## src/rtl/core/rmst_pkg.sv

```systemverilog
// Shared types, constants and controller/datapath interface for the range max segment tree.
package rmst_pkg;

  localparam int unsigned MAX_LEAVES_DEF = 1024;
  localparam int unsigned LEAF_COUNT_W   = 11;
  localparam int unsigned INDEX_W        = 10;
  localparam int unsigned VALUE_W        = 31;
  localparam int unsigned MAX_W          = 32;

  localparam logic [LEAF_COUNT_W-1:0] LEAF_COUNT_RST = 11'd1024;
  localparam logic signed [MAX_W-1:0] NONE_VALUE     = '1;

  localparam logic OP_UPDATE = 1'b0;
  localparam logic OP_QUERY  = 1'b1;

  typedef struct packed {
    logic                 op;
    logic [INDEX_W-1:0]   index;
    logic [INDEX_W-1:0]   right_index;
    logic [VALUE_W-1:0]   value;
  } in_item_t;

  typedef struct packed {
    logic signed [MAX_W-1:0] max_value;
    logic                    range_error;
  } out_item_t;

  // controller -> datapath
  typedef struct packed {
    logic clear_step;
    logic load;
    logic leaf_write;
    logic up_step;
    logic q_left;
    logic q_right;
    logic respond;
  } dp_cmd_t;

  // datapath -> controller
  typedef struct packed {
    logic err;
    logic op;
    logic pos_one;
    logic up_last;
    logic pos_lt_r;
    logic clear_last;
    logic slot_free;
  } dp_status_t;

endpackage

```

## src/rtl/core/rmst_ctrl.sv

```systemverilog
// Sequencing state machine for clear, update walk and range query walk.
module rmst_ctrl (
  input  logic                 clk_i,
  input  logic                 rst_ni,
  input  logic                 in_valid_i,
  output logic                 in_ready_o,
  input  rmst_pkg::dp_status_t sts_i,
  output rmst_pkg::dp_cmd_t    cmd_o
);
  import rmst_pkg::*;

  typedef enum logic [7:0] {
    S_CLEAR    = 8'b0000_0001,
    S_IDLE     = 8'b0000_0010,
    S_DISPATCH = 8'b0000_0100,
    S_U_LEAF   = 8'b0000_1000,
    S_U_UP     = 8'b0001_0000,
    S_Q_LEFT   = 8'b0010_0000,
    S_Q_RIGHT  = 8'b0100_0000,
    S_RESP     = 8'b1000_0000
  } ctrl_state_e;

  ctrl_state_e state_q, state_d;

  assign in_ready_o = (state_q == S_IDLE);

  always_comb begin
    state_d = state_q;
    cmd_o   = '0;
    case (state_q)
      S_CLEAR: begin
        cmd_o.clear_step = 1'b1;
        if (sts_i.clear_last) state_d = S_IDLE;
      end
      S_IDLE: begin
        if (in_valid_i) begin
          cmd_o.load = 1'b1;
          state_d    = S_DISPATCH;
        end
      end
      S_DISPATCH: begin
        if (sts_i.err) begin
          state_d = S_RESP;
        end else if (sts_i.op == OP_UPDATE) begin
          state_d = S_U_LEAF;
        end else begin
          state_d = S_Q_LEFT;
        end
      end
      S_U_LEAF: begin
        cmd_o.leaf_write = 1'b1;
        state_d = sts_i.pos_one ? S_IDLE : S_U_UP;
      end
      S_U_UP: begin
        cmd_o.up_step = 1'b1;
        if (sts_i.up_last) state_d = S_IDLE;
      end
      S_Q_LEFT: begin
        // the exit pass through this state lets the last read fold into best_q before the response
        if (sts_i.pos_lt_r) begin
          cmd_o.q_left = 1'b1;
          state_d      = S_Q_RIGHT;
        end else begin
          state_d = S_RESP;
        end
      end
      S_Q_RIGHT: begin
        cmd_o.q_right = 1'b1;
        state_d       = S_Q_LEFT;
      end
      S_RESP: begin
        if (sts_i.slot_free) begin
          cmd_o.respond = 1'b1;
          state_d       = S_IDLE;
        end
      end
      default: begin
        state_d = S_CLEAR;
      end
    endcase
  end

  always_ff @(posedge clk_i or negedge rst_ni) begin
    if (!rst_ni) begin
      state_q <= S_CLEAR;
    end else begin
      state_q <= state_d;
    end
  end

  a_up_not_root: assert property (@(posedge clk_i) disable iff (!rst_ni)
    state_q == S_U_UP |-> !sts_i.pos_one)
    else $error("update walk above the root");

  a_resp_done: assert property (@(posedge clk_i) disable iff (!rst_ni)
    state_q == S_RESP |-> (sts_i.err || !sts_i.pos_lt_r))
    else $error("result sent before query walk finished");

  a_leaf_valid: assert property (@(posedge clk_i) disable iff (!rst_ni)
    cmd_o.leaf_write |-> (!sts_i.err && (sts_i.op == OP_UPDATE)))
    else $error("leaf written for a bad or query item");

endmodule

```

## config.mk

```make
export PLATFORM = sky130hd
export DESIGN_NAME = rmst_ctrl
export DESIGN_NICKNAME = d
export VERILOG_FILES = /design/src/rtl/core/rmst_pkg.sv /design/src/rtl/core/rmst_ctrl.sv
export SDC_FILE = /design/constraint.sdc
export NUM_CORES = 1
export LEC_CHECK = 0
export BUFFER_PORTS_ARGS = -buffer_cell sky130_fd_sc_hd__clkbuf_2
export CORE_MARGIN = 2
export CORE_UTILIZATION = 38
export CTS_CLUSTER_DIAMETER = 200
export DETAILED_ROUTE_END_ITERATION = 16
export SYNTH_ARGS = -nofsm -noshare
export SYNTH_HDL_FRONTEND = slang
export SYNTH_SLANG_ARGS = --single-unit
```

## constraint.sdc

```tcl
create_clock -name clk_i -period 2.1 [get_ports clk_i]
set_input_delay 0.42 -clock clk_i [delete_from_list [all_inputs] [get_ports clk_i]]
set_output_delay 0.42 -clock clk_i [all_outputs]
set_load 0.02 [all_outputs]
```

; Yosys cells after proc, flatten, opt, wreduce, memory -nomap -nowiden
; Cells that the tools add are included.
[classes]
shift = 0
n_eq_ne = 12
mul = 0
order_cmp = 0
muxes = 19
add_sub_neg = 0
div = 0
n_reduce_logical = 1
n_bitwise = 0
[op_table]
columns = cell, n
row1 = one-hot mux 8 bit (8 select lines), 1
row2 = two-way mux 8 bit, 6
row3 = two-way mux 1 bit, 10
row4 = equality test 8 x 1 -> 1 bit (second input constant), 1
row5 = equality test 8 x 2 -> 1 bit (second input constant), 1
row6 = equality test 8 x 3 -> 1 bit (second input constant), 1
row7 = equality test 8 x 4 -> 1 bit (second input constant), 1
row8 = equality test 8 x 5 -> 1 bit (second input constant), 1
row9 = equality test 8 x 6 -> 1 bit (second input constant), 1
row10 = equality test 8 x 7 -> 1 bit (second input constant), 1
row11 = equality test 8 bit (second input constant), 1
row12 = inequality test 2 bit (second input constant), 4
row13 = two-way mux 6 bit, 1
row14 = two-way mux 5 bit, 1
row15 = AND reduction 4 bit, 1
[totals]
in_bits = 10
ff_bits = 8
memories = 0
rom_bits = 0
out_inout_bits = 8
latch_bits = 0
elab_cells = 33
ram_bits = 0

; Longest topological paths before layout
[logic_depth]
ltp_word = 3
depth_mapped = 5
mapped_depth_nobuf = 4

; Worst setup path after synthesis
; OpenSTA, ideal clock, no wires.
[synth_path]
kind = register -> output
start = register state_q[3]
end = output port cmd_o[5] in the netlist's numbering
required_time_ns = 1.680
t_arrival_ns = 1.492
n_path_buf = 0
path_slack_ns = 0.188
stages_incl_launch_ff = 5
cell_sequence = dfrtp_1 -> nor4_4 -> nand4b_1 -> inv_1 -> and2_1
[synth_lines]
columns = element, line
row1 = start: declaration, rmst_ctrl.sv:23  ; ctrl_state_e state_q, state_d;
row2 = start signal: assignment, rmst_ctrl.sv:87  ; state_q <= state_d;
row3 = end: declaration, rmst_ctrl.sv:8  ; output rmst_pkg::dp_cmd_t cmd_o

==> qor.csv <==
metric,value,unit
io_buffers,17,
clkPwrFrac,0.188,
die_y,43.3,um
dr.pass1.iters,4,
grt_pass1_vias,579,
die_w,43.3,um
grt_max_degree,11,
clock-sinks,8,
violations,hold timing,
crit_family,simple AND/OR/NAND/NOR gates,
combPwrFrac,0.487,
diodes,0,
antenna_found_initial,0,
gp_congestion,0.798,
synthesis.area,588,um^2
clkLatencyLatePin,0.27,ns
p_leak,0.369,nW
seq_area,206,um^2
start_kind,flip-flop,
overflow,0,
synthArstFlopShare,1.00,
reg_top3,state_q: 8 flops,
p_total,723,uW
maxSlewHeadroom,0.782,
finClkSkew,0.00116,ns
status,finished with violations,
cts_hold_buffers,0,
num-fill-cells,151,
fin_crit_sh,0.990,
viasPerCell,5.45,
crit_arrival,1.66,ns
crit_chain,nor4_4 -> nand4b_1 -> inv_2 -> and2_4 -> buf_6,
h-tree-depth,1,
critPathRequiredTime,1.68,ns
ys_seq_elements,8,
cts_tree,done,
worst-slew-pin-transition,0.324,ns
fin_hold_ws,-0.00820,ns
grt.busiest_layer,met2,
avgSynthCellArea,8.65,um^2
use_met2,0.310,
ys_top_cells_by_area,"dfrtp_1 30%, nor2_1 5.1%, dfstp_2 4.5%",
post_drt_wl_per_cell,13.5,um
syn-instance-count,68,
io_pins,18,
syn_nets,78,
grt_pass1_wl,2.58,mm
drt-initial-drc-count,8,
power.switching,301,uW
use_met1,0.230,
max_freq,481,MHz
yosysTopAreaCell,dfrtp_1,
path_clk_slew,0.06,ns
core,1470,um^2
hold_viol,7,
final_nets,105,
critPathBufInv,2,
dp_hpwl,1.07,mm
syn2layout_area_growth,36.4,%
gr-usage-met3,0.0625,
placed_area,692,um^2
start_util,0.400,
ys_seq_area_frac,0.343,
via_count,599,
rows,14,
postLayoutCoreUtil,0.545,
cap_viol_max_count,0,
intPower,422,uW
top_register,state_q,
routed_wl,1.49,mm
worstSetupPathType,reg2out,
power_density,902,nW/um^2
drcViolationCount,0,
multi_input_area,363,um^2
cts_made_buffers,3,
critPathMaxFanout,7,
synth_cell_type_count,33,
synth.most_common_cell,nor2_1,
synth-edff-count,0,
seqPwrFrac,0.325,
min_period,2.08,ns
worstHoldPathType,in2async,
grt_setup_unrepaired,yes,
netlist.area_leader.share,0.298,
cts_buffer_depth,2,
ir_drop,0.000549,V
p_sw_frac,0.417,
slowest_stage,dfrtp_2,
track_usage,0.184,
maxSlewViolCount,0,
finalSetupViolCount,0,
crit_path_end_kind,primary output,
clockRootBuffer,clkbuf_4,
critical-path-max-stage-delay,0.45,ns
design_area,802,um^2
die_area,1880,um^2
largest_reg_flops,8,
antenna_left,0,
synthFlopType,dfrtp_1,
yosysWarningCount,0,
synth_common_cells,"8 x nor2_1, 7 x dfrtp_1, 5 x inv_1",
drive_gt1_frac,0.479,
## worst register-to-register path: cells and delay by family (launching register included)
family / cells / cell delay (ns)
flops: 1 / 0.45
compound gates: 2 / 0.26
buf+inv: 1 / 0.19
simple gates: 2 / 0.60
## stage by stage
stage | TNS [ns] | hold WS, ns | instances | worst slack [ns]
2_1_floorplan | 0 | 0.124 | 68 | 0.188
3_3_place_gp | 0 | 0.286 | 100 | 0.268
3_5_place_dp | 0 | 0.286 | 100 | 0.252
4_1_cts | 0 | 0.00124 | 108 | 0.0139
5_1_grt | -0.231 | 0.000749 | 110 | -0.108
6_report | 0 | -0.00820 | 110 | 0.0204
## repair_timing
action | in CTS | in global routing
resized for setup | 3 | 17
setup endpoints to repair | 2 | 7
pin swaps | 2 | 5
buffers inserted | 4 | 2
## kinds of logic after synthesis
logic type                Yosys count  synth area share
xor gates and xnor gates            2            0.0298
buffers and inverters               9            0.0723
and+or+nand+nor                    37             0.415
AOI/OAI and AO/OA                  12             0.140
DFF                                 8             0.343
## area by class of cell
type                    count  share of cell area
repair buffers             26               0.209
multi-input cells          51               0.452
well taps                  16              0.0250
clock buffers               4              0.0328
inverters                   5              0.0234
flip-flops and latches      8               0.257
## metal layers
metal	up-vias	part of all wire
li1	304	-
met1	273	0.43
met2	18	0.49
met3	4	0.063
met4	0	0.015
met5	-	0
## cell usage in the layout (no fill, tap or decap), drive strengths merged
cell / Yosys / routed
nand4: 2 / 2
nand2: 4 / 4
or4: 2 / 2
nand3: 1 / 1
dfstp: 1 / 1
o21ai: 2 / 2
nand2b: 1 / 1
nor2b: 1 / 1
o32ai: 1 / 1
nor3: 3 / 3
nor4: 3 / 3
nand4b: 3 / 3
a211oi: 1 / 1
clkbuf: 2 / 17
o22ai: 3 / 3
nor2: 8 / 8
and3: 1 / 1
o22a: 1 / 1
a21oi: 2 / 2
a2bb2oi: 1 / 1
o2111ai: 1 / 1
inv: 5 / 5
xor2: 2 / 2
nor3b: 2 / 2
nor4b: 3 / 3
dfrtp: 7 / 7
and2: 2 / 2
buf: 2 / 13
or2b: 1 / 1
## power by group through the flow
stage / Sequential [mW] / Clock [mW] / Combinational (mW)
after CTS: 0.231 / 0.138 / 0.322
after floorplan: 0.207 / 0 / 0.250
after global routing: 0.241 / 0.149 / 0.387
after detailed placement: 0.233 / 0 / 0.310
final: 0.235 / 0.136 / 0.352
after global placement: 0.233 / 0 / 0.307
## final timing paths
| check | startpoint | slack (ns) | depth (start not counted) | endpoint |
|---|---|---|---|---|
| max in group asynchronous | rst_ni | 1.86 | 1 | state_q[0]$_DFFE_PN1P_ |
| max reg2reg | state_q[2]$_DFFE_PN0P_ | 0.52 | 5 | state_q[1]$_DFFE_PN0P_ |
| min in group clk_i | sts_i[4] | 0.36 | 2 | state_q[4]$_DFFE_PN0P_ |
| min | rst_ni | -0.008 | 1 | state_q[6]$_DFFE_PN0P_ |
| min reg2reg | state_q[5]$_DFFE_PN0P_ | 0.60 | 1 | state_q[3]$_DFFE_PN0P_ |
| max | state_q[2]$_DFFE_PN0P_ | 0.02 | 5 | cmd_o[5] |
No activity file was read; power rests on OpenSTA's default activity.
